**src/rtl/skf_pkg.sv**
```systemverilog
package skf_pkg;

    localparam int MV_W      = 14;
    localparam int NOISE_W   = 26;
    localparam int EST_W     = 30;
    localparam int COV_W     = 28;
    localparam int PPRED_W   = 29;
    localparam int DENOM_W   = 30;
    localparam int INNOV_W   = 31;
    localparam int CFG_IDX_W = 2;
    localparam int S_TDATA_W = 16;
    localparam int M_TDATA_W = 32;

    localparam logic [MV_W-1:0] INIT_MV_RESET = 14'd1650;

    localparam logic [CFG_IDX_W-1:0] CFG_PROCESS_NOISE     = 2'd0;
    localparam logic [CFG_IDX_W-1:0] CFG_MEASUREMENT_NOISE = 2'd1;
    localparam logic [CFG_IDX_W-1:0] CFG_INITIAL_ESTIMATE  = 2'd2;

    typedef struct packed {
        logic busy;
        logic done;
    } skf_div_stat_t;

endpackage

```
**src/rtl/skf_div.sv**
```systemverilog
module skf_div #(
    parameter int FRAC_BITS = 16
) (
    input  logic                         clk,
    input  logic                         rst_n,
    input  logic                         start,
    input  logic [skf_pkg::PPRED_W-1:0]  numer,
    input  logic [skf_pkg::DENOM_W-1:0]  denom,
    output skf_pkg::skf_div_stat_t       stat,
    output logic [FRAC_BITS:0]           quot
);
    import skf_pkg::*;

    localparam int STEPS = FRAC_BITS + 1;
    localparam int CNT_W = $clog2(STEPS + 1);

    logic [CNT_W-1:0]   cnt_reg;
    logic               done_reg;
    logic [DENOM_W:0]   rem_reg;
    logic [FRAC_BITS:0] quot_reg;

    logic [DENOM_W+1:0] diff_c;
    logic               ge_c;
    logic [DENOM_W:0]   kept_c;
    logic [DENOM_W:0]   rem_next;

    // One restoring step: compare, subtract, shift.
    always_comb
    begin
        diff_c   = {1'b0, rem_reg} - {2'b00, denom};
        ge_c     = !diff_c[DENOM_W+1];
        kept_c   = ge_c ? diff_c[DENOM_W:0] : rem_reg;
        rem_next = {kept_c[DENOM_W-1:0], 1'b0};
    end

    always_ff @(posedge clk or negedge rst_n)
    begin
        if (!rst_n)
        begin
            cnt_reg  <= '0;
            done_reg <= 1'b0;
        end
        else
        begin
            // Pulse done as the last quotient bit is retired.
            done_reg <= !start && (cnt_reg == CNT_W'(1));
            if (start)
            begin
                cnt_reg <= CNT_W'(STEPS);
            end
            else if (cnt_reg != '0)
            begin
                cnt_reg <= cnt_reg - CNT_W'(1);
            end
        end
    end

    always_ff @(posedge clk)
    begin
        if (start)
        begin
            rem_reg <= {2'b00, numer};
        end
        else if (cnt_reg != '0)
        begin
            rem_reg  <= rem_next;
            quot_reg <= {quot_reg[FRAC_BITS-1:0], ge_c};
        end
    end

    assign stat.busy = (cnt_reg != '0);
    assign stat.done = done_reg;
    assign quot      = quot_reg;

endmodule

```
**src/rtl/scalar_kalman_voltage_filter_unit.sv**
```systemverilog
// A filtering item runs through ST_DIV, ST_MULK, ST_UPD, ST_COV and ST_FIN before its result is
// registered at the output; a seeding item goes from ST_IDLE straight to ST_FIN.
// Items are taken one at a time (ready only in ST_IDLE), and ST_FIN waits while the output is stalled;
// a filtering item is held in ST_DIV by the serial gain divider that retires one quotient bit a cycle.
// Reset (rst_n, asynchronous, active low): Q = 1.0, R = 50.0, estimate = 1650 mV,
// covariance = 100.0, filter seeded, no result pending.
module scalar_kalman_voltage_filter_unit #(
    parameter int FRAC_BITS = 16
) (
    input  logic                           clk,
    input  logic                           rst_n,
    // Input stream
    input  logic                           s_axis_tvalid,
    output logic                           s_axis_tready,
    input  logic [skf_pkg::S_TDATA_W-1:0]  s_axis_tdata,   // [13:0] sample_mv
    input  logic                           s_axis_tuser,   // [0] restart
    // Result stream
    output logic                           m_axis_tvalid,
    input  logic                           m_axis_tready,
    output logic [skf_pkg::M_TDATA_W-1:0]  m_axis_tdata,   // [13:0] filtered_mv, [27:14] deviation_mv
    output logic                           m_axis_tuser,   // [0] seeded_now
    // Configuration write port
    input  logic                           cfg_we,
    input  logic [skf_pkg::CFG_IDX_W-1:0]  cfg_index,
    input  logic [skf_pkg::NOISE_W-1:0]    cfg_data
);
    import skf_pkg::*;

    localparam int GAIN_W = FRAC_BITS + 1;
    localparam int PROD_W = GAIN_W + 1 + INNOV_W;
    localparam int SHR_W  = PROD_W - FRAC_BITS;

    localparam logic [GAIN_W-1:0]  FX_ONE   = GAIN_W'(1) << FRAC_BITS;
    localparam logic [COV_W-1:0]   COV_SEED = COV_W'(100) << FRAC_BITS;
    localparam logic [NOISE_W-1:0] Q_SEED   = NOISE_W'(1) << FRAC_BITS;
    localparam logic [NOISE_W-1:0] R_SEED   = NOISE_W'(50) << FRAC_BITS;
    localparam logic [EST_W-1:0]   EST_INIT = EST_W'(INIT_MV_RESET) << FRAC_BITS;

    typedef enum logic [2:0] {
        ST_IDLE,
        ST_DIV,
        ST_MULK,
        ST_UPD,
        ST_COV,
        ST_FIN
    } state_t;

    state_t state_reg;

    // Filter state and noise settings
    logic [NOISE_W-1:0] q_reg;
    logic [NOISE_W-1:0] r_reg;
    logic [EST_W-1:0]   est_reg;
    logic [COV_W-1:0]   cov_reg;
    logic               seeded_reg;

    // Per-item working registers
    logic [MV_W-1:0]           meas_reg;
    logic signed [INNOV_W-1:0] innov_reg;
    logic [PPRED_W-1:0]        ppred_reg;
    logic [DENOM_W-1:0]        denom_reg;
    logic                      denom_zero_reg;
    logic [GAIN_W-1:0]         gain_reg;
    logic signed [PROD_W-1:0]  prod_reg;

    // Finished result, then the output register
    logic [MV_W-1:0] res_filt_reg;
    logic [MV_W-1:0] res_dev_reg;
    logic            res_seed_reg;
    logic            out_valid_reg;
    logic [MV_W-1:0] out_filt_reg;
    logic [MV_W-1:0] out_dev_reg;
    logic            out_seed_reg;

    logic [MV_W-1:0]           meas_c;
    logic [EST_W-1:0]          meas_fx_c;
    logic                      accept_c;
    logic                      seed_path_c;
    logic [PPRED_W-1:0]        ppred_c;
    logic [DENOM_W-1:0]        denom_c;
    logic signed [INNOV_W-1:0] innov_c;
    logic signed [GAIN_W:0]    mul_a_c;
    logic signed [INNOV_W-1:0] mul_b_c;
    logic signed [PROD_W-1:0]  mul_p_c;
    logic signed [SHR_W-1:0]   delta_c;
    logic signed [SHR_W:0]     est_sum_c;
    logic [EST_W-1:0]          est_new_c;
    logic [SHR_W-1:0]          cov_shr_c;
    logic [COV_W-1:0]          cov_new_c;
    logic [MV_W-1:0]           filt_c;
    logic [MV_W-1:0]           dev_c;
    logic                      div_start_c;
    skf_div_stat_t             div_stat;
    logic [FRAC_BITS:0]        div_quot;

    assign meas_c      = s_axis_tdata[MV_W-1:0];
    assign meas_fx_c   = EST_W'(meas_c) << FRAC_BITS;
    assign accept_c    = s_axis_tvalid && s_axis_tready;
    assign seed_path_c = s_axis_tuser || !seeded_reg;
    assign div_start_c = accept_c && !seed_path_c;

    // Predict: P' = P + Q, and the gain denominator P' + R.
    assign ppred_c = PPRED_W'(cov_reg) + PPRED_W'(q_reg);
    assign denom_c = DENOM_W'(ppred_c) + DENOM_W'(r_reg);
    assign innov_c = $signed({1'b0, meas_fx_c}) - $signed({1'b0, est_reg});

    // Shared multiplier: K * innovation first, then (1 - K) * P'.
    always_comb
    begin
        if (state_reg == ST_MULK)
        begin
            mul_a_c = $signed({1'b0, gain_reg});
            mul_b_c = innov_reg;
        end
        else
        begin
            mul_a_c = $signed({1'b0, FX_ONE - gain_reg});
            mul_b_c = $signed({2'b00, ppred_reg});
        end
    end

    assign mul_p_c = mul_a_c * mul_b_c;

    // Arithmetic shift floors toward minus infinity; clamp a negative sum to zero.
    assign delta_c   = $signed(prod_reg[PROD_W-1:FRAC_BITS]);
    assign est_sum_c = $signed({delta_c[SHR_W-1], delta_c})
                     + $signed({{(SHR_W+1-EST_W){1'b0}}, est_reg});
    assign est_new_c = est_sum_c[SHR_W] ? '0 : est_sum_c[EST_W-1:0];

    // Covariance update saturates at its full width.
    assign cov_shr_c = prod_reg[PROD_W-1:FRAC_BITS];
    assign cov_new_c = (|cov_shr_c[SHR_W-1:COV_W]) ? '1 : cov_shr_c[COV_W-1:0];

    assign filt_c = est_reg[FRAC_BITS +: MV_W];
    assign dev_c  = (meas_reg >= filt_c) ? (meas_reg - filt_c) : (filt_c - meas_reg);

    skf_div #(
        .FRAC_BITS(FRAC_BITS)
    ) u_skf_div (
        .clk   (clk),
        .rst_n (rst_n),
        .start (div_start_c),
        .numer (ppred_c),
        .denom (denom_reg),
        .stat  (div_stat),
        .quot  (div_quot)
    );

    always_ff @(posedge clk or negedge rst_n)
    begin
        if (!rst_n)
        begin
            state_reg      <= ST_IDLE;
            q_reg          <= Q_SEED;
            r_reg          <= R_SEED;
            est_reg        <= EST_INIT;
            cov_reg        <= COV_SEED;
            seeded_reg     <= 1'b1;
            meas_reg       <= '0;
            innov_reg      <= '0;
            ppred_reg      <= '0;
            denom_reg      <= '0;
            denom_zero_reg <= 1'b0;
            gain_reg       <= '0;
            prod_reg       <= '0;
            res_filt_reg   <= '0;
            res_dev_reg    <= '0;
            res_seed_reg   <= 1'b0;
            out_valid_reg  <= 1'b0;
            out_filt_reg   <= '0;
            out_dev_reg    <= '0;
            out_seed_reg   <= 1'b0;
        end
        else
        begin
            // Drop the result once the downstream transaction completes, unless
            // the next one is loaded in the same cycle.
            if (out_valid_reg && m_axis_tready && (state_reg != ST_FIN))
            begin
                out_valid_reg <= 1'b0;
            end

            // Register writes; the user must issue them only while idle, as the block itself does not enforce it.
            if (cfg_we)
            begin
                case (cfg_index)
                    CFG_PROCESS_NOISE:
                    begin
                        q_reg <= cfg_data;
                    end
                    CFG_MEASUREMENT_NOISE:
                    begin
                        r_reg <= cfg_data;
                    end
                    CFG_INITIAL_ESTIMATE:
                    begin
                        est_reg    <= EST_W'(cfg_data[MV_W-1:0]) << FRAC_BITS;
                        cov_reg    <= COV_SEED;
                        seeded_reg <= 1'b1;
                    end
                    default:
                    begin
                    end
                endcase
            end

            case (state_reg)
                ST_IDLE:
                begin
                    if (accept_c)
                    begin
                        meas_reg <= meas_c;
                        if (seed_path_c)
                        begin
                            // Seed from the measurement, reset Q, R and covariance; pass it straight through.
                            est_reg      <= meas_fx_c;
                            cov_reg      <= COV_SEED;
                            seeded_reg   <= 1'b1;
                            q_reg        <= Q_SEED;
                            r_reg        <= R_SEED;
                            res_filt_reg <= meas_c;
                            res_dev_reg  <= '0;
                            res_seed_reg <= 1'b1;
                            state_reg    <= ST_FIN;
                        end
                        else
                        begin
                            innov_reg      <= innov_c;
                            ppred_reg      <= ppred_c;
                            denom_reg      <= denom_c;
                            denom_zero_reg <= (denom_c == '0);
                            res_seed_reg   <= 1'b0;
                            state_reg      <= ST_DIV;
                        end
                    end
                end
                ST_DIV:
                begin
                    // Hold until the divider retires the last quotient bit.
                    if (div_stat.done && !div_stat.busy)
                    begin
                        gain_reg  <= denom_zero_reg ? '0 : div_quot;
                        state_reg <= ST_MULK;
                    end
                end
                ST_MULK:
                begin
                    prod_reg  <= mul_p_c;
                    state_reg <= ST_UPD;
                end
                ST_UPD:
                begin
                    est_reg   <= est_new_c;
                    prod_reg  <= mul_p_c;
                    state_reg <= ST_COV;
                end
                ST_COV:
                begin
                    cov_reg      <= cov_new_c;
                    res_filt_reg <= filt_c;
                    res_dev_reg  <= dev_c;
                    state_reg    <= ST_FIN;
                end
                ST_FIN:
                begin
                    // Advance once the output register is free or being emptied.
                    if (!out_valid_reg || m_axis_tready)
                    begin
                        out_valid_reg <= 1'b1;
                        out_filt_reg  <= res_filt_reg;
                        out_dev_reg   <= res_dev_reg;
                        out_seed_reg  <= res_seed_reg;
                        state_reg     <= ST_IDLE;
                    end
                end
                default:
                begin
                    state_reg <= ST_IDLE;
                end
            endcase
        end
    end

    assign s_axis_tready = (state_reg == ST_IDLE);
    assign m_axis_tvalid = out_valid_reg;
    assign m_axis_tdata  = {{(M_TDATA_W-2*MV_W){1'b0}}, out_dev_reg, out_filt_reg};
    assign m_axis_tuser  = out_seed_reg;

endmodule

```
**config.mk**
```make
export PLATFORM = sky130hd
export DESIGN_NAME = scalar_kalman_voltage_filter_unit
export DESIGN_NICKNAME = d
export VERILOG_FILES = /design/src/rtl/skf_pkg.sv /design/src/rtl/skf_div.sv /design/src/rtl/scalar_kalman_voltage_filter_unit.sv
export SDC_FILE = /design/constraint.sdc
export NUM_CORES = 2
export LEC_CHECK = 0
export ABC_CLOCK_PERIOD_IN_PS = 7900
export BUFFER_PORTS_ARGS = -buffer_cell sky130_fd_sc_hd__buf_2
export CAP_MARGIN = 20
export CORE_MARGIN = 2
export CORE_UTILIZATION = 45
export DETAILED_ROUTE_END_ITERATION = 8
export PLACE_DENSITY_LB_ADDON = 0.15
export SETUP_SLACK_MARGIN = 0.05
export SYNTH_ARGS = -nofsm -noshare
export SYNTH_HDL_FRONTEND = slang
export SYNTH_HIERARCHICAL = 1
export SYNTH_SLANG_ARGS = --single-unit
```
**constraint.sdc**
```tcl
create_clock -name clk -period 7.9 [get_ports clk]
set_clock_uncertainty 0.05 [all_clocks]
set_input_delay 1.58 -clock clk [delete_from_list [all_inputs] [get_ports clk]]
set_output_delay 1.58 -clock clk [all_outputs]
set_load 0.02 [all_outputs]
```
## Word level (Yosys, flattened, before mapping)

Cells that the tools add are included.

| storage, ports and cells | value |
|---|---|
| flip-flop bits (word level) | 398 |
| bits of input ports | 50 |
| output and inout bits | 35 |
| word-level logic and storage cells | 131 |

| cells by class | value |
|---|---|
| add/sub/neg operators | 9 |
| multipliers | 1 |
| $lt $le $gt $ge | 1 |
| equal/unequal tests | 13 |
| muxes and demuxes | 51 |
| bitwise operators | 2 |
| reductions and logical operators | 29 |

Operator list:

| cell | number |
|---|---|
| 26-bit 2-to-1 mux | 10 |
| 30-bit 2-to-1 mux | 6 |
| 28-bit 2-to-1 mux | 5 |
| 14-bit 2-to-1 mux | 5 |
| 30-bit one-hot mux with 2 select lines | 1 |
| 29-bit 2-to-1 mux | 2 |
| 14-bit one-hot mux with 2 select lines | 2 |
| 28-bit one-hot mux with 2 select lines | 1 |
| 18-bit by 31-bit multiplier with 49-bit output | 1 |
| 33-bit by 31-bit adder with 34-bit output | 1 |
| 17-bit 2-to-1 mux | 2 |
| 31-bit by 30-bit subtractor with 32-bit output | 1 |
| 31-bit 2-to-1 mux | 1 |
| 30-bit by 30-bit subtractor with 31-bit output | 1 |
| 29-bit by 26-bit adder with 30-bit output | 1 |
| 30-bit zero test | 1 |
| 28-bit by 26-bit adder with 29-bit output | 1 |
| 14-bit subtractor | 2 |
| 3-bit one-hot mux with 6 select lines | 1 |
| 17-bit subtractor (first input constant) | 1 |
| 14-bit >= comparator | 1 |
| 3-bit 2-to-1 mux | 4 |
| 5-bit 2-to-1 mux | 2 |
| 1-bit 2-to-1 mux | 9 |
| 22 further kinds | 44 |

## Longest topological paths before layout

| depth | value |
|---|---|
| word-level depth | 6 |
| depth in mapped cells | 31 |

## Hierarchy

Netlist, hierarchy kept.

By module, submodules not included:

| module | instances | cells each | area each (um2) | seq. area each (um2) |
|---|---|---|---|---|
| scalar_kalman_voltage_filter_unit | 1 | 4292 | 37642.4 | 8225.4 |
| skf_div | 1 | 408 | 3920.0 | 1571.5 |

## Least setup slack after synthesis

Ideal clock, no wire load.

| timing path | value |
|---|---|
| kind | reg-to-reg |
| start point | register state_reg[2] |
| end point | register prod_reg[45] |
| arrival time | 7.966 ns |
| path slack | -0.245 ns |
| cell stages (with the launch flop) | 30 |
| clock period less this slack | 8.145 ns |
| cell sequence | dfrtp_1 > clkbuf_1 > nand2b_1 > nor2_1 > clkbuf_1 > buf_2 > buf_1 > mux2i_1 > nor2_1 > fa_1 > inv_1 > fa_1 > fa_1 > inv_1 > fa_1 > fa_1 > inv_1 > fa_1 > inv_1 > ha_1 > buf_6 > and3_1 > and3_1 > and4_1 > a221o_1 > or3b_4 > o21ai_2 > o221ai_2 > a2111oi_2 > o21ai_1 |

| on the way | value |
|---|---|
| cells in the longest elaborated chain, start to end | 3 |

Ends and longest elaborated chain:

| element | line | source |
|---|---|---|
| start: declaration | scalar_kalman_voltage_filter_unit.sv:48 | `state_t state_reg;` |
| start signal: assignment | scalar_kalman_voltage_filter_unit.sv:153 | `state_reg <= ST_IDLE;` |
| start signal: assignment | scalar_kalman_voltage_filter_unit.sv:224 | `state_reg <= ST_FIN;` |
| start signal: assignment | scalar_kalman_voltage_filter_unit.sv:233 | `state_reg <= ST_DIV;` |
| 3-bit by 2-bit equality test with 1-bit output | scalar_kalman_voltage_filter_unit.sv:110, scalar_kalman_voltage_filter_unit.sv:207 |  |
| 17-bit 2-to-1 mux / 31-bit 2-to-1 mux (equally long branches) | scalar_kalman_voltage_filter_unit.sv:110 | `if (state_reg == ST_MULK)` |
| 18-bit by 31-bit multiplier with 49-bit output | scalar_kalman_voltage_filter_unit.sv:122 | `assign mul_p_c = mul_a_c * mul_b_c;` |
| end signal: assignment | scalar_kalman_voltage_filter_unit.sv:248 | `prod_reg <= mul_p_c;` |
| end signal: assignment | scalar_kalman_voltage_filter_unit.sv:254 | `prod_reg <= mul_p_c;` |
| end: declaration | scalar_kalman_voltage_filter_unit.sv:64 | `logic signed [PROD_W-1:0] prod_reg;` |

Parallel ways exist; a longest one is shown, timed or not.
A chain may end at the register's enable or synchronous reset.

## Worst setup path after layout

| timing path | value |
|---|---|
| start point | register gain_reg[3] |
| end point | register prod_reg[45] |

| on the way | value |
|---|---|
| cells in the longest elaborated chain, start to end | 3 |

Ends and longest elaborated chain:

| element | line | source |
|---|---|---|
| start: declaration | scalar_kalman_voltage_filter_unit.sv:63 | `logic [GAIN_W-1:0] gain_reg;` |
| start signal: assignment | scalar_kalman_voltage_filter_unit.sv:242 | `gain_reg <= denom_zero_reg ? '0 : div_quot;` |
| 17-bit subtractor | scalar_kalman_voltage_filter_unit.sv:117 | `mul_a_c = $signed({1'b0, FX_ONE - gain_reg});` |
| 17-bit 2-to-1 mux * | scalar_kalman_voltage_filter_unit.sv:110 |  |
| 18-bit by 31-bit multiplier with 49-bit output * | scalar_kalman_voltage_filter_unit.sv:122 |  |

Mark *: on every way between the ends. The rest lies on a longest branch, timed or not.

==> results_dict.tcl <==
set metrics [dict create \
    synthTopCellsByCount "813 x nand2_1, 680 x inv_1, 510 x fa_1" \
    die_area_mm2 0.0948 \
    max_slew_margin_pct 20.6 \
    drtAntennaViolNets 0 \
    startpoint "gain_reg[3]" \
    fmax_ghz 0.132 \
    synth_cell_types 92 \
    yosysTopAreaCell "fa_1" \
    path_class "register to register" \
    worst_pin_slew_ns 1.19 \
    hold_ws_ns 0.406 \
    ios 85 \
    synth_edf_count 46 \
    synth-seq-cells 382 \
    cp_num_cells 26 \
    hold_viol 0 \
    routed_wirelength_um 120000 \
    endpoint "prod_reg[45]" \
    cts_sinks 382 \
    crit_path_max_incr_delay_ns 0.59 \
    clockBufferDepth 3 \
    reg2reg_from "gain_reg[3]" \
    core.rowCount 111 \
    cts_root_buffer "clkbuf_16" \
    path_buf_inv 4 \
    gp_congestion 0.902 \
    grt_pass1_vias 32900 \
    synth-seq-area-share_pct 23.6 \
    ys.flop_type "dfrtp_1" \
    async_flop_share_pct 87.4 \
    largest_register_ffs 33 \
    cp.arrival_ns 8.01 \
    timing.rr.end "prod_reg[45]" \
    cts_tree "done" \
    cp_top_family "adder cells" \
    routedWlPerCell_um 20.0 \
    initial_core_util_pct 45.3 \
    dr.pass1.iters 7 \
    worstPathMaxFanout 12 \
    grt_max_degree 150 \
    area_delta_synth_final_pct 10.9 \
    stdcell_area_mm2 0.0461 \
    drv_slew 0 \
    cts-buffers-inserted 45 \
    min_period_ns 7.58 \
    synth_area_leaders "fa_1 25%, dfrtp_1 19%, ha_1 8.2%" \
    cts_hold_buf 0 \
    insertion_delay_ns 0.62 \
    cp-start-kind "register" \
    period_share_pct 95.9 \
    rsz0062_at_grt "yes" \
    hold_class "register to register" \
    vias 32800 \
    yosysMostFrequentCell "nand2_1" \
    syn_area_per_cell_um2 8.84 \
    post_dp_cell_area_mm2 0.0442 \
    yosys_warnings 6 \
    drive_gt1_share_pct 10.2 \
    track_usage_pct 25.9 \
    nets 5642 \
    cp.required_ns 8.33 \
    r2r_slack_ns 0.32 \
    dpl.hpwl_um 96400 \
    syn-cell-area_mm2 0.0416 \
    io_buffers 78 \
    overflow 0 \
    drt_iter0_markers 2467 \
    postLayoutCoreUtil_pct 50.3 \
    fp.dieW_um 308 \
    status "complete, no violations" \
    cts-htree-levels 2 \
    maxCapViolCount 0 \
    reg2reg_depth 26 \
    grt_pass1_wl_um 190000 \
    cp_slowest_cell "fa_1" \
    drc 0 \
    clkTransAtPathRegs_ns 0.06 \
    setup_viol 0 \
    core_area_mm2 0.0917 \
    finalNonFillerCells 6034 \
    vias_per_cell 5.43 \
    antenna_found_initial 4 \
    dp.cells 5938 \
    crit_top_cell "fa_1" \
    yosysTopAreaCellShare_pct 24.6 \
    syn_inst 4700 \
    end_kind "register" \
    fp.dieH_um 308 \
]
==> cells in the final DEF (no fill, tap or decap), types with 21 or more instances in the layout <==
cell type	synthesis	final
a211oi_1	33	32
a21o_1	67	67
a21oi_1	234	229
and2_1	28	28
and3_1	32	32
buf_2	9	78
buf_4	7	157
clkbuf_16	0	46
dfrtp_1	320	319
edfxtp_1	46	46
fa_1	510	510
ha_1	271	271
inv_1	680	679
mux2_2	71	71
mux2i_1	58	58
nand2_1	813	810
nand2b_1	45	44
nand3_1	66	66
nand4_1	24	24
nor2_1	347	341
nor3_1	53	51
o21a_1	22	22
o21ai_0	242	238
o21bai_1	27	27
o311ai_0	21	21
xnor2_1	100	95
xor2_1	79	74
==> cell type report <==
| cell class | count | area [µm²] |
|---|---|---|
| well taps | 1186 | 1480 |
| repair buffers | 260 | 2040 |
| fillers | 8855 | 45600 |
| multi-input cells | 3441 | 28700 |
| clock inverters | 22 | 239 |
| flip-flops and latches | 382 | 9800 |
| inverters | 681 | 2560 |
| clock buffers | 61 | 1280 |
| diodes | 1 | 2.50 |
==> metal layers <==
| metal | GRT usage (%) | up-vias | share of wire (%) | wire length, µm |
|---|---|---|---|---|
| met4 | 7.00 | 2 | 3.0 | 3600 |
| met5 | 0 | - | 0.011 | 13 |
| met3 | 2.76 | 151 | 4.8 | 5740 |
| met2 | 42.1 | 749 | 47 | 56200 |
| li1 | - | 15500 | - | - |
| met1 | 36.7 | 16400 | 46 | 54900 |
==> worst min-delay path by stage <==
| stage | startpoint | depth (start not counted) | to | slack [ns] |
|---|---|---|---|---|
| 5_1_grt | u_skf_div/quot[12] | 0 | u_skf_div/quot[13] | 0.42 |
| 4_1_cts | u_skf_div/quot[15] | 0 | u_skf_div/quot[16] | 0.41 |
| 3_5_place_dp | u_skf_div/quot[3] | 0 | u_skf_div/quot[4] | 0.39 |
| 2_1_floorplan | u_skf_div/quot[9] | 0 | u_skf_div/quot[10] | 0.38 |
| 3_3_place_gp | u_skf_div/quot[12] | 0 | u_skf_div/quot[13] | 0.39 |
| 6_report | u_skf_div/quot[8] | 0 | u_skf_div/quot[9] | 0.41 |
==> worst register-to-register path, delay by kind of cell (launching register included) <==
kind | cells | cell delay [ns]
flip-flops | 1 | 0.40
AO/OA/AOI/OAI | 5 | 1.19
adder cells (fa/ha/maj) | 7 | 3.36
AND/OR/NAND/NOR | 9 | 1.89
buffers and inverters | 4 | 0.34
XOR/XNOR | 1 | 0.25
==> logic make-up after synthesis <==
family	count (synthesis)	synth area share (%)
and+or+nand+nor	1508	15.6
buffers and inverters	880	8.06
DFF	382	23.6
adders and majority gates	781	32.7
xor gates and xnor gates	179	3.77
AOI/OAI and AO/OA	839	12.9
other	1	0.00902
muxes	130	3.36
==> stage by stage <==
stage	setup TNS, ns	worst slack, ns
floorplan	0	0.0699
finish	0	0.324
global placement	-0.0151	-0.0151
global route	0	0.0134
CTS	0	0.0738
detailed placement	-0.587	-0.111
==> timing repair <==
| item | in CTS | in global routing |
|---|---|---|
| buffers inserted | 1 | 5 |
| resized for setup | 3 | 33 |
| gates cloned | 0 | 3 |
| hold endpoints to repair | 0 | 0 |
| pin swaps | 1 | 7 |
| endpoints found under the setup margin | 15 | 25 |
Power is not shown: default switching activity piles up to over one toggle a cycle in this logic, so the estimate is an artifact.
